===== src/rtl/core/mtg_pkg.sv =====
// Shared types, constants and helper functions of the MT19937 generator.
package mtg_pkg;

  // Generator geometry.
  localparam int unsigned STATE_WORDS = 624;
  localparam int unsigned TAP_OFFSET  = 397;
  localparam int unsigned IDX_W       = $clog2(STATE_WORDS);
  localparam logic [IDX_W-1:0] LAST_IDX = IDX_W'(STATE_WORDS - 1);

  // Recurrence and tempering constants.
  localparam logic [31:0] SEED_RESET   = 32'd5489;
  localparam logic [31:0] FILL_MULT    = 32'd1812433253;
  localparam int unsigned FILL_SHIFT   = 30;
  localparam logic [31:0] TWIST_MATRIX = 32'h9908_b0df;
  localparam logic [31:0] TEMPER_B     = 32'h9d2c_5680;
  localparam logic [31:0] TEMPER_C     = 32'hefc6_0000;

  // Configuration space: one register, selected by address bit 2.
  localparam int unsigned CFG_ADDR_W   = 3;
  localparam logic        REG_SEED_IDX = 1'b0;

  // Remainder unit: one quotient bit per step over the 31-bit dividend.
  localparam int unsigned DVD_W = 31;
  localparam int unsigned SPAN_W = 33;
  localparam int unsigned DIV_CNT_W = $clog2(DVD_W);

  // Core sequencer states.
  typedef enum logic [2:0] {
    CORE_FILL_SEED,
    CORE_FILL_MUL,
    CORE_FILL_WR,
    CORE_IDLE,
    CORE_RD_CUR,
    CORE_RD_NXT,
    CORE_RD_TAP,
    CORE_TWIST
  } core_state_e;

  // Request sequencer states of the top level.
  typedef enum logic [1:0] {
    CTRL_IDLE,
    CTRL_GEN,
    CTRL_DIV,
    CTRL_DONE
  } ctrl_state_e;

  // Commands to the state core.
  typedef struct packed {
    logic fill_start;
    logic gen_start;
  } core_ctrl_t;

  // Status of the state core.
  typedef struct packed {
    logic ready;
    logic filling;
    logic done;
  } core_status_t;

  // Status of the remainder unit.
  typedef struct packed {
    logic busy;
    logic done;
  } div_status_t;

  // Output tempering of one twisted word.
  function automatic logic [31:0] temper(input logic [31:0] w);
    logic [31:0] y;
    y = w;
    y = y ^ (y >> 11);
    y = y ^ ((y << 7) & TEMPER_B);
    y = y ^ ((y << 15) & TEMPER_C);
    y = y ^ (y >> 18);
    return y;
  endfunction

endpackage


===== src/rtl/core/mtg_rng_div.sv =====
// Iterative restoring remainder unit for the ranged result.
module mtg_rng_div (
  input  logic                               clk_i,
  input  logic                               rst_ni,
  input  logic                               start_i,
  input  logic [mtg_pkg::DVD_W-1:0]          dividend_i,
  input  logic [mtg_pkg::SPAN_W-1:0]         divisor_i,
  output logic [mtg_pkg::DVD_W-1:0]          remainder_o,
  output mtg_pkg::div_status_t               status_o
);

  logic                              busy_q, busy_d;
  logic                              done_q, done_d;
  logic [mtg_pkg::DIV_CNT_W-1:0]     cnt_q, cnt_d;
  logic [mtg_pkg::DVD_W-1:0]         dvd_q, dvd_d;
  logic [mtg_pkg::SPAN_W-1:0]        dvs_q, dvs_d;
  logic [mtg_pkg::SPAN_W-1:0]        rem_q, rem_d;
  logic [mtg_pkg::SPAN_W:0]          trial;

  // One restoring step: shift in the next dividend bit, subtract if it fits.
  assign trial = {rem_q, dvd_q[mtg_pkg::DVD_W-1]};

  always_comb begin
    busy_d = busy_q;
    done_d = 1'b0;
    cnt_d  = cnt_q;
    dvd_d  = dvd_q;
    dvs_d  = dvs_q;
    rem_d  = rem_q;
    if (start_i) begin
      busy_d = 1'b1;
      cnt_d  = '0;
      dvd_d  = dividend_i;
      dvs_d  = divisor_i;
      rem_d  = '0;
    end else if (busy_q) begin
      if (trial >= {1'b0, dvs_q}) begin
        rem_d = mtg_pkg::SPAN_W'(trial - {1'b0, dvs_q});
      end else begin
        rem_d = trial[mtg_pkg::SPAN_W-1:0];
      end
      dvd_d = dvd_q << 1;
      cnt_d = cnt_q + 1'b1;
      if (cnt_q == mtg_pkg::DIV_CNT_W'(mtg_pkg::DVD_W - 1)) begin
        busy_d = 1'b0;
        done_d = 1'b1;
      end
    end
  end

  // Control state.
  always_ff @(posedge clk_i or negedge rst_ni) begin
    if (!rst_ni) begin
      busy_q <= 1'b0;
      done_q <= 1'b0;
      cnt_q  <= '0;
    end else begin
      busy_q <= busy_d;
      done_q <= done_d;
      cnt_q  <= cnt_d;
    end
  end

  // Datapath registers.
  always_ff @(posedge clk_i) begin
    dvd_q <= dvd_d;
    dvs_q <= dvs_d;
    rem_q <= rem_d;
  end

  // The remainder never exceeds the 31-bit dividend.
  assign remainder_o     = rem_q[mtg_pkg::DVD_W-1:0];
  assign status_o.busy   = busy_q;
  assign status_o.done   = done_q;

endmodule


===== config.mk =====
export PLATFORM = sky130hd
export DESIGN_NAME = mtg_rng_div
export DESIGN_NICKNAME = d
export VERILOG_FILES = /design/src/rtl/core/mtg_pkg.sv /design/src/rtl/core/mtg_rng_div.sv
export SDC_FILE = /design/constraint.sdc
export NUM_CORES = 1
export LEC_CHECK = 0
export BUFFER_PORTS_ARGS = -buffer_cell sky130_fd_sc_hd__buf_2
export CAP_MARGIN = 20
export CORE_AREA = 8 8 118 120
export CTS_BUF_LIST = sky130_fd_sc_hd__clkbuf_8
export CTS_CLUSTER_DIAMETER = 120
export DETAILED_ROUTE_END_ITERATION = 6
export DIE_AREA = 0 0 126 128
export GPL_TIMING_DRIVEN = 0
export HOLD_SLACK_MARGIN = 0.08
export PLACE_DENSITY = 0.8
export SLEW_MARGIN = 20
export SYNTH_ARGS = -nofsm -noshare
export SYNTH_HDL_FRONTEND = slang
export SYNTH_SLANG_ARGS = --single-unit

===== constraint.sdc =====
create_clock -name clk_i -period 3.3 [get_ports clk_i]
set_input_delay 0 -clock clk_i [delete_from_list [all_inputs] [get_ports clk_i]]
set_output_delay 0 -clock clk_i [all_outputs]
set_load 0.01 [all_outputs]

After elaboration in Yosys (flattened, before gate mapping). Index checks and enable logic that the tools add are counted.

$add $sub $neg: 2. Eq/ne operators: 1. Reductions and logical operators: 1. Multiplexer cells: 11. Order comparisons: 1.

Operators with widths (count): 31-bit 2-to-1 mux (2); 34-bit by 33-bit greater-or-equal comparator with 1-bit output (1); 33-bit 2-to-1 mux (1); 33-bit subtractor (1); 5-bit 2-to-1 mux (2); 1-bit 2-to-1 mux (6); 5-bit by 1-bit adder with 5-bit output (second input constant) (1); 5-bit == test (second input constant) (1); 2-bit nonzero test (1).

Logic and storage cells: 22. Output and inout port bits: 33. Input port bits: 67. Bits in registers: 104.

Logic depth before layout (Yosys ltp). Gate-level depths: netlist (run 1).

Depth in word-level cells: 4. Mapped depth: 15. Gate-level depth less buffers: 13.

Least setup slack after synthesis (run 1). OpenSTA, ideal clock, no wires.

Path kind: reg2reg. From: register dvd_q[30] (netlist bit). To: register rem_q[0] (netlist bit). Arrival time: 3.081 ns. Slack: 0.131 ns. Path buffers: 2. Clock period less this slack: 3.169 ns. Stages on the path, launching flop included: 16. Data required time: 3.212 ns. Library setup time: 0.088 ns. Cell sequence: edfxtp_1 inv_1 ha_1 inv_1 fa_1 a211oi_2 o21ai_1 a21oi_1 o221a_4 a211oi_4 or3_4 a21oi_4 buf_6 buf_6 nand2_1 a311oi_2.

Cells in the longest elaborated chain, start to end: 2. Elaborated cells between the ends (all ways): 3. Those cells by class: add/sub (1); order compare (1); mux (1).

Ends and longest elaborated chain: start, declared (RTL line mtg_rng_div.sv:15) `logic [mtg_pkg::DVD_W-1:0] dvd_q, dvd_d;`; start signal, assigned (RTL line mtg_rng_div.sv:66) `dvd_q <= dvd_d;`; 33-bit subtractor or 34-bit by 33-bit greater-or-equal comparator with 1-bit output (tied branches) (RTL line mtg_rng_div.sv:38, mtg_rng_div.sv:37); 33-bit 2-to-1 mux (*) (RTL line mtg_rng_div.sv:37) `if (trial >= {1'b0, dvs_q}) begin`; end signal, assigned (RTL line mtg_rng_div.sv:68) `rem_q <= rem_d;`; end, declared (RTL line mtg_rng_div.sv:17) `logic [mtg_pkg::SPAN_W-1:0] rem_q, rem_d;`.

Mark *: on every way between the ends. The rest lies on a longest branch, timed or not. A chain may end at the register's enable or synchronous reset.

Worst setup path in the final report (run 1).
From: register dvd_q[30] (netlist bit). To: register rem_q[3] (netlist bit).

Same word-level chain as after synthesis.

==> results of run 1 <==
==> placed cells by master, fill, tap and decap left out, types with 10 or more instances in the layout <==
master | Yosys | final
a211oi_1 | 22 | 21
a21o_1 | 11 | 11
a21oi_1 | 38 | 37
buf_2 | 1 | 100
buf_4 | 37 | 47
clkbuf_1 | 22 | 22
clkbuf_8 | 0 | 10
dfxtp_1 | 33 | 33
dlygate4sd3_1 | 0 | 66
edfxtp_1 | 64 | 64
ha_1 | 35 | 34
inv_1 | 45 | 45
mux2_2 | 30 | 30
mux2i_1 | 28 | 27
nand2_1 | 36 | 35
nand4_1 | 11 | 11
nor2_1 | 46 | 46
o21ai_0 | 26 | 25
xnor2_1 | 16 | 16
xor2_1 | 14 | 14
==> cell families after synthesis <==
logic type | count (synthesis) | share of synthesized area
flops | 104 | 0.439
simple gates | 132 | 0.101
fa+ha+maj | 36 | 0.0728
buf+inv | 109 | 0.0921
compound gates | 143 | 0.155
mux | 58 | 0.0983
xor+xnor | 30 | 0.0418
==> area by class of cell <==
cell class	count	area, um^2
Buffer	64	418
Multi-Input combinational cell	399	3010
Sequential cell	104	2760
Tap cell	150	188
Clock inverter	6	83.8
Clock buffer	10	138
Fill cell	939	4180
Inverter	45	169
Timing Repair Buffer	178	1260
==> stage by stage <==
stage | setup WS [ns] | utilization | hold slack (ns)
after floorplan | 0.131 | - | -0.296
after detailed placement | -0.353 | 0.571 | -0.156
after CTS | 0.00504 | 0.647 | 0.288
after global placement | -0.293 | 0.571 | -0.167
after global routing | -0.152 | 0.658 | 0.303
final | -0.0818 | 0.658 | 0.272
==> what timing repair did <==
item / CTS / global route
gates resized for setup: 4 / 17
hold endpoints to repair: 71 / 0
hold buffers: 66 / 0
cloned: 0 / 0
buffers inserted: 5 / 8
pin swaps: 5 / 18
endpoints found under the setup margin: 33 / 33
==> where the power goes <==
| part | total (mW) | internal (mW) | leakage [nW] | switching (mW) |
|---|---|---|---|---|
| Sequential | 1.85 | 1.62 | 1.01 | 0.226 |
| Combinational | 3.18 | 1.54 | 2.64 | 1.64 |
| Clock | 0.902 | 0.446 | 0.115 | 0.456 |
==> state kept, by name, indices dropped and copies added, names as in the netlist <==
name	cells
busy_q	1
cnt_q	5
dvd_q	31
rem_q	33
done_q	1
dvs_q	33
==> final timing paths <==
| check | from | endpoint | slack, ns | cells after the start |
|---|---|---|---|---|
| hold reg to reg | rem_q[32]$_SDFFE_PP0P_ | rem_q[32]$_SDFFE_PP0P_ | 0.51 | 2 |
| min in group asynchronous | rst_ni | cnt_q[0]$_DFFE_PN0P_ | 0.60 | 3 |
| setup / recovery | dvd_q[30]$_DFFE_PP_ | rem_q[3]$_SDFFE_PP0P_ | -0.08 | 15 |
| max in group asynchronous | rst_ni | cnt_q[2]$_DFFE_PN0P_ | 2.43 | 3 |
| hold / removal | start_i | dvs_q[28]$_DFFE_PP_ | 0.27 | 1 |
| setup reg to reg | dvd_q[30]$_DFFE_PP_ | rem_q[3]$_SDFFE_PP0P_ | -0.08 | 15 |
==> layer usage <==
| metal | vias to the layer above | routed length [um] |
|---|---|---|
| li1 | 2560 | - |
| met5 | - | 0 |
| met1 | 2578 | 6880 |
| met3 | 41 | 960 |
| met2 | 193 | 8790 |
| met4 | 0 | 490 |
==> critical path, stage by stage, from the launching register on <==
cell and delay [ns]:
edfxtp_1 0.43, inv_1 0.10, ha_2 0.20, inv_2 0.04, fa_2 0.39, a211oi_4 0.30, o21ai_2 0.13, a21oi_4 0.22
o221a_4 0.23, a211oi_4 0.06, or3_4 0.35, a21oi_4 0.19, buf_8 0.15, buf_6 0.13, mux2i_4 0.24, a211oi_2 0.09
==> results.txt, run 1 <==
----------------------------------------------------
[Status]
  Run status ... finished, violations left
  Failing checks ... setup timing

[Power and ir drop]
  Cell area power density ... 738 nW/um^2
  Largest voltage drop on the vdd net ... 403 uV
  Leak pwr ... 3.77 nW
  Total power draw ... 5.93 mW

[Logic synthesis]
  Number of synthesized flops with an enable pin ... 64
  Cell with the most instances after synthesis ... edfxtp_1
  Register bit count reported by yosys ... 104
  Warning count from the yosys run ... 0
  Synth top area share ... 0.306
  Sequential share of the synthesized area ... 0.439
  Cell area after synthesis ... 6290 um^2
  Distinct cell type count after synthesis ... 60
  Mean instance size in the synthesized netlist ... 10.3 um^2
  Cell count after synthesis ... 612
  Number of nets in the synthesized netlist ... 715
  Main synth FF type ... edfxtp_1
  Share of flip-flops with an asynchronous set or reset after synthesis ... 0.0673
  Ranking of synthesized cells by area ... edfxtp_1 31%, dfxtp_1 11%, ha_1 7.0%
  Cell taking the most area after synthesis ... edfxtp_1
  Leading post-synthesis cells by instance count ... 64 x edfxtp_1, 46 x nor2_1, 45 x inv_1

[STA]
  Max transition margin ... 0.426
  Setup violations, final ... 14
  Final clock skew ... 0.0116 ns
  Worst Setup Slack, final ... -0.0818 ns
  Max-slew violation count ... 0
  Share of the clock period used by the worst path after layout ... 1.02
  Max Freq ... 0.296 GHz
  Clock period minus final worst setup slack ... 3.38 ns
  Transition time at the pin with the least slew margin ... 0.860 ns
  Setup TNS ... -0.390 ns
  Count of final hold-check violations ... 0
  RSZ-0062 raised after global routing ... true

[Worst setup path]
  Required time of the critical path ... 3.56 ns
  Maximum net fanout on the critical path ... 6
  Kind of critical path ... flop to flop
  Arrival time of the worst setup path ... 3.64 ns
  Nature of the critical path endpoint ... flop
  Critical Path Source Type ... flop

[Flow run]
  Max Cap Violations ... 0

[Routing]
  Detailed-router iteration count before antenna repair ... 5
  Detailed-route via count ... 5372
  Number of routed nets with antenna violations ... 0
  Routed length per placed instance ... 17.9 um
  Post-route DRC ... 0
  Initial DRC count ... 398
  Detail-routed via count per cell ... 5.62
  Total Routed Length ... 17100 um

[CTS]
  Clock insertion delay at the later pin of the skew report ... 0.39 ns
  TritonCTS clock tree ... built
  Htree depth ... 3
  Number of buffers on the longest clock path ... 2
  Clock transition at the registers of the reported paths ... 0.10 ns
  Clock Sink Count ... 104
  Number of buffers created by CTS ... 9
  CTS root buf ... clkbuf_8

[Layout]
  Signed area change from the synthesized netlist to the final layout ... 27.7%
  Proportion of layout cells with a drive suffix above 1 ... 0.270
  ANT cells ... 0
  Final nets ... 904
  Total non-filler cell area in the finished layout ... 8030 um^2
  Post-Layout Cell Count ... 956

[GRT]
  Pin count of the biggest net entering global routing ... 35
  GRT Resource Usage Total ... 0.209
  Met1 track demand over resource ... 0.238
  Total overflow reported by the global router ... 0
  Vias in the first global route ... 5428
  Gr busiest metal ... met2
  Met3 track demand over resource ... 0.0399
  Met2 GRT Util ... 0.372
  Global-route wire length before repair ... 26900 um
  Number of antenna violations at the first check in global routing ... 0

[Floorplanning]
  Effective utilization at floorplan ... 0.515
  Core area ... 12200 um^2
  Boundary pin count ... 100
  Width of the die ... 126 um
  Cell Rows ... 41
  Die Height ... 128 um
  Die Area ... 16100 um^2

[Place]
  Final HPWL from detailed placement ... 11100 um
  Cell Area, Placed ... 6970 um^2
  Placed Cells incl. Taps ... 861
  Count of port buffers added during placement ... 99
  Final estimated routing congestion in global placement ... 0.924

[Worst hold path]
  Hold WC Path Type ... input port to flop

----------------------------------------------------
(Power assumes the default switching activity.)
==> run 2, diff against run 1 <==
--- a/config.mk
+++ b/config.mk
@@ -7,14 +7,14 @@
 export LEC_CHECK = 0
 export BUFFER_PORTS_ARGS = -buffer_cell sky130_fd_sc_hd__buf_2
 export CAP_MARGIN = 20
-export CORE_AREA = 8 8 118 120
-export CTS_BUF_LIST = sky130_fd_sc_hd__clkbuf_8
+export CORE_AREA = 8 8 119 121
+export CTS_BUF_LIST = sky130_fd_sc_hd__clkbuf_8 sky130_fd_sc_hd__clkbuf_16
 export CTS_CLUSTER_DIAMETER = 120
 export DETAILED_ROUTE_END_ITERATION = 6
-export DIE_AREA = 0 0 126 128
+export DIE_AREA = 0 0 127 129
 export GPL_TIMING_DRIVEN = 0
 export HOLD_SLACK_MARGIN = 0.08
-export PLACE_DENSITY = 0.8
+export PLACE_DENSITY = 0.79
 export SLEW_MARGIN = 20
 export SYNTH_ARGS = -nofsm -noshare
 export SYNTH_HDL_FRONTEND = slang
==> results.txt, run 2 (same netlist as run 1, synthesis figures left out) <==
----------------------------------------------------
[Worst setup path]
  Kind of critical path ... flop to flop
  Nature of the critical path endpoint ... flop
  Arrival time of the worst setup path ... 3.55 ns
  Number of cells on the worst reg-to-reg path ... 15
  Required time of the critical path ... 3.52 ns
  Maximum net fanout on the critical path ... 6
  Register-to-register setup slack ... -0.03 ns
  Slowest stage cell on the critical path ... edfxtp_1
  Critical Path Source Type ... flop
  Cell occurring most often along the worst timing path ... a211oi_4
  Maximum cell stage delay along the critical path ... 0.39 ns
  FF-to-FF End ... rem_q[32]$_SDFFE_PP0P_
  Startpoint of the most critical register-to-register path ... dvd_q[30]$_DFFE_PP_
  Cells along the critical path ... inv_1 > ha_2 > inv_2 > fa_2 > a211oi_4 > o21ai_2 > a21oi_2 > o221a_4 > a211oi_4 > or3_4 > a21oi_4 > buf_8 > buf_4 > mux2i_1 > a211oi_1

[CTS]
  CTS root buf ... clkbuf_16
  Htree depth ... 3
  Clock transition at the registers of the reported paths ... 0.08 ns
  Number of buffers created by CTS ... 9
  Number of buffers on the longest clock path ... 2
  Clock Sink Count ... 104
  Clock insertion delay at the later pin of the skew report ... 0.37 ns
  TritonCTS clock tree ... built

[Floorplanning]
  Effective utilization at floorplan ... 0.511
  Boundary pin count ... 100
  Cell Rows ... 41
  Die Height ... 129 um
  Core area ... 12300 um^2
  Die Area ... 16400 um^2
  Width of the die ... 127 um

[Power and ir drop]
  Leak pwr ... 3.79 nW
  Cell area power density ... 750 nW/um^2
  Largest voltage drop on the vdd net ... 404 uV

[STA]
  Max-slew violation count ... 0
  Max transition margin ... 0.427
  Setup violations, final ... 1
  Clock period minus final worst setup slack ... 3.33 ns
  Worst hold-check slack ... 0.297 ns
  Share of the clock period used by the worst path after layout ... 1.01
  Final clock skew ... 0.0134 ns
  Max Freq ... 0.300 GHz
  Worst Setup Slack, final ... -0.0316 ns
  Count of final hold-check violations ... 0
  RSZ-0062 raised after global routing ... true
  Transition time at the pin with the least slew margin ... 0.860 ns

[Routing]
  Initial DRC count ... 448
  Number of routed nets with antenna violations ... 0
  Routed length per placed instance ... 17.5 um
  Total Routed Length ... 16700 um
  Detailed-router iteration count before antenna repair ... 5
  Detailed-route via count ... 5318
  Post-route DRC ... 0
  Detail-routed via count per cell ... 5.57

[Layout]
  Final nets ... 902
  Post-Layout Cell Count ... 954
  Most common cell after layout, fill and taps aside ... buf_2
  ANT cells ... 0
  Signed area change from the synthesized netlist to the final layout ... 28.7%
  Most frequent cells in the layout ... 100 x buf_2, 66 x dlygate4sd3_1, 64 x edfxtp_1
  Total non-filler cell area in the finished layout ... 8090 um^2
  End-of-flow core utilization ... 0.657
  Registers with the most flip-flops ... dvs_q x33, rem_q x33, dvd_q x31
  Proportion of layout cells with a drive suffix above 1 ... 0.271

[GRT]
  GRT Resource Usage Total ... 0.204
  Total overflow reported by the global router ... 0
  Global-route wire length before repair ... 26700 um
  Vias in the first global route ... 5471
  Pin count of the biggest net entering global routing ... 35
  Number of antenna violations at the first check in global routing ... 0

[Flow run]
  Max Cap Violations ... 0

[Worst hold path]
  Cell count of the worst hold path ... 1
  Hold WC Path Type ... input port to flop
  Hold path startpoint ... start_i
  Worst-case hold path end point ... dvs_q[13]$_DFFE_PP_

[Place]
  Count of port buffers added during placement ... 99
  Final HPWL from detailed placement ... 11300 um
  Placed Cells incl. Taps ... 861
  Cell Area, Placed ... 6970 um^2
  Final estimated routing congestion in global placement ... 0.899

[Status]
  Run status ... finished, violations left
  Failing checks ... setup timing

----------------------------------------------------
[run 2: cell types whose count changed in the layout (fill, tap and decap cells not counted), sizes merged]
cell    before  now
inv         48   50
clkbuf      32   30
buf        154  153
clkinv       0    1
bufinv       2    0
[run 2: worst max path at each step]
stage                                    from                     end  slack, ns  cells past startpoint
after detailed placement  dvd_q[30]$_DFFE_PP_   rem_q[0]$_SDFFE_PP0P_      -0.32                     15
after global routing      dvd_q[30]$_DFFE_PP_  rem_q[32]$_SDFFE_PP0P_      -0.12                     15
final                     dvd_q[30]$_DFFE_PP_  rem_q[32]$_SDFFE_PP0P_      -0.03                     15
after global placement    dvd_q[30]$_DFFE_PP_  rem_q[31]$_SDFFE_PP0P_      -0.26                     15
after CTS                 dvd_q[30]$_DFFE_PP_  rem_q[31]$_SDFFE_PP0P_       0.03                     15
after floorplan           dvd_q[30]$_DFFE_PP_   rem_q[0]$_SDFFE_PP0P_       0.13                     15
[run 2: per-layer routing]
layer | vias to the layer above | part of all wire | global-route usage
li1 | 2553 | - | -
met1 | 2536 | 0.41 | 0.232
met2 | 192 | 0.51 | 0.358
met3 | 37 | 0.061 | 0.0546
met4 | 0 | 0.022 | 0.0798
met5 | - | 0 | 0
[run 2: layout make-up]
type                    count  area (um^2)
plain buffers              63          419
clock buffers               9          225
clock inverters             7         77.6
fillers                   989         4220
inverters                  45          169
multi-input cells         399         2990
flip-flops and latches    104         2760
well taps                 150          188
repair buffers            177         1270
[run 2: power breakdown]
group / total (mW) / internal [mW] / switching, mW
logic: 3.12 / 1.54 / 1.58
clock network: 1.10 / 0.543 / 0.555
registers: 1.85 / 1.63 / 0.227
[run 2: what timing repair did]
item / CTS / global route
hold endpoints to repair: 71 / 0
buffers inserted: 6 / 6
endpoints found under the setup margin: 33 / 33
hold buffers: 66 / 0
cloned: 0 / 0
pin swaps: 4 / 13
gates resized for setup: 4 / 13
[run 2: per-stage QoR]
stage	power, mW	setup WS (ns)	setup TNS, ns
global placement	4.55	-0.259	-3.75
CTS	5.92	0.0284	0
detailed placement	4.64	-0.315	-5.87
floorplan	3.96	0.131	0
global route	6.43	-0.125	-1.48
finish	6.07	-0.0316	-0.0316
[run 2: critical path, delay by kind of cell (launching register included)]
family          cells  cell delay, ns
simple gates        1            0.35
mux                 1            0.21
fa+ha+maj           2            0.58
compound gates      7            1.21
buf+inv             4            0.41
flops               1            0.39
==> run 3, diff against run 2 <==
--- a/config.mk
+++ b/config.mk
@@ -15,6 +15,7 @@
 export GPL_TIMING_DRIVEN = 0
 export HOLD_SLACK_MARGIN = 0.08
 export PLACE_DENSITY = 0.79
+export RECOVER_POWER = 100
 export SLEW_MARGIN = 20
 export SYNTH_ARGS = -nofsm -noshare
 export SYNTH_HDL_FRONTEND = slang
==> results.txt, run 3 (same netlist as run 1, synthesis figures left out) <==
----------------------------------------------------
[Layout]
  Proportion of layout cells with a drive suffix above 1 ... 0.260
  ANT cells ... 0
  End-of-flow core utilization ... 0.656
  Most common cell after layout, fill and taps aside ... buf_2
  Registers with the most flip-flops ... dvs_q x33, rem_q x33, dvd_q x31
  Count of filler cells inserted in the layout ... 993
  Most frequent cells in the layout ... 94 x buf_2, 66 x dlygate4sd3_1, 64 x edfxtp_1
  Final nets ... 902
  Signed area change from the synthesized netlist to the final layout ... 28.5%

[Worst setup path]
  Cells along the critical path ... inv_1 > ha_2 > inv_2 > fa_2 > a211oi_4 > o21ai_2 > a21oi_2 > o221a_4 > a211oi_4 > or3_4 > a21oi_4 > buf_8 > buf_4 > mux2i_1 > a211oi_1
  Maximum cell stage delay along the critical path ... 0.39 ns
  Slowest stage cell on the critical path ... edfxtp_1
  Startpoint of the most critical register-to-register path ... dvd_q[30]$_DFFE_PP_
  Critical Path Source ... dvd_q[30]$_DFFE_PP_
  Nature of the critical path endpoint ... flop
  Maximum net fanout on the critical path ... 6
  Cell occurring most often along the worst timing path ... a211oi_4
  Required time of the critical path ... 3.52 ns
  Kind of critical path ... flop to flop
  Critical Path Source Type ... flop
  Arrival time of the worst setup path ... 3.55 ns

[STA]
  Setup violations, final ... 1
  Transition time at the pin with the least slew margin ... 2.02 ns
  Worst Setup Slack, final ... -0.0317 ns
  Max transition margin ... -0.349
  Max Freq ... 0.300 GHz
  Final clock skew ... 0.0108 ns
  Share of the clock period used by the worst path after layout ... 1.01
  Count of final hold-check violations ... 0
  Clock period minus final worst setup slack ... 3.33 ns
  Max-slew violation count ... 35
  RSZ-0062 raised after global routing ... true

[Floorplanning]
  Core area ... 12300 um^2
  Width of the die ... 127 um
  Boundary pin count ... 100
  Die Height ... 129 um
  Die Area ... 16400 um^2
  Effective utilization at floorplan ... 0.511
  Cell Rows ... 41

[Status]
  Failing checks ... capacitance limit, slew limit, setup timing
  Run status ... finished, violations left

[Routing]
  Total Routed Length ... 16600 um
  Routed length per placed instance ... 17.4 um
  Detail-routed via count per cell ... 5.58
  Number of routed nets with antenna violations ... 0
  Detailed-router iteration count before antenna repair ... 6
  Detailed-route via count ... 5326
  Post-route DRC ... 0
  Initial DRC count ... 445

[Place]
  Final HPWL from detailed placement ... 11300 um
  Final estimated routing congestion in global placement ... 0.899
  Count of port buffers added during placement ... 99
  Setup slack after placement ... -0.315 ns

[CTS]
  Clock insertion delay at the later pin of the skew report ... 0.36 ns
  Number of buffers created by CTS ... 9
  Clock Sink Count ... 104
  Number of buffers on the longest clock path ... 2
  TritonCTS clock tree ... built
  Htree depth ... 3
  CTS root buf ... clkbuf_16
  Clock transition at the registers of the reported paths ... 0.08 ns

[GRT]
  Total overflow reported by the global router ... 0
  Pin count of the biggest net entering global routing ... 35
  Number of antenna violations at the first check in global routing ... 0
  Vias in the first global route ... 5471
  Global-route wire length before repair ... 26700 um
  GRT Resource Usage Total ... 0.204

[Power and ir drop]
  Cell area power density ... 748 nW/um^2
  Largest voltage drop on the vdd net ... 404 uV
  Leak pwr ... 3.76 nW

[Worst hold path]
  Hold path startpoint ... divisor_i[12]
  Hold WC Path Type ... input port to flop

[Flow run]
  Max Cap Violations ... 1

----------------------------------------------------
-- run 3: changes by cell type in the layout (fill, tap and decap cells not counted) --
cell / change
buf_4: -29
clkbuf_4: +28
buf_2: -6
clkbuf_1: +6
mux2_1: +3
mux2_2: -3
and2_0: +1
and2_1: -1
clkbuf_2: +1
-- run 3: final timing paths --
kind	to	slack, ns	depth (start not counted)
max	rem_q[32]$_SDFFE_PP0P_	-0.03	15
min	dvs_q[12]$_DFFE_PP_	0.34	2
max reg2reg	rem_q[32]$_SDFFE_PP0P_	-0.03	15
min reg2reg	rem_q[31]$_SDFFE_PP0P_	0.49	2
max in group asynchronous	cnt_q[3]$_DFFE_PN0P_	2.47	3
min in group asynchronous	cnt_q[1]$_DFFE_PN0P_	0.59	3
-- run 3: area by class of cell --
class	instances	area (um^2)	area share
buffer	63	415	0.0514
clock buffer	9	225	0.0279
timing repair buffer	177	1260	0.156
inverter	45	169	0.0209
multi-input combinational	399	2990	0.370
sequential	104	2760	0.341
clock inverter	7	77.6	0.00960
tap	150	188	0.0232
-- run 3: critical path: cells and delay by family (launching register included) --
family	cells	cell delay, ns
fa+ha+maj	2	0.58
buf+inv	4	0.41
flops	1	0.39
mux	1	0.22
simple gates	1	0.35
compound gates	7	1.22
-- run 3: power breakdown --
part           internal, mW  total [mW]  switching [mW]
combinational          1.52        3.10            1.58
sequential             1.63        1.85           0.223
clock                 0.543        1.10           0.554
total                  3.69        6.04            2.36
-- run 3: per-stage QoR --
step	TNS, ns	hold slack, ns	power [mW]	area, um^2	std cells
2_1_floorplan	0	-0.296	3.96	6290	612
3_3_place_gp	-3.75	-0.165	4.55	6970	861
3_5_place_dp	-5.87	-0.160	4.64	6970	861
4_1_cts	0	0.309	5.92	8010	949
5_1_grt	-1.48	0.334	6.41	8080	954
6_report	-0.0317	0.336	6.04	8080	954
-- run 3: metal layers --
metal / up-vias / track usage / part of all wire
met1: 2529 / 0.232 / 0.41
met3: 41 / 0.0546 / 0.062
li1: 2552 / - / -
met4: 0 / 0.0798 / 0.024
met5: - / 0 / 0
met2: 204 / 0.358 / 0.51
-- run 3: timing repair --
item / CTS / global route
hold buffers: 66 / 0
setup endpoints to repair: 33 / 33
buffers inserted: 6 / 6
gates resized for setup: 4 / 13
cloned: 0 / 0
endpoints found under the hold margin: 71 / 0
pin swaps: 4 / 13
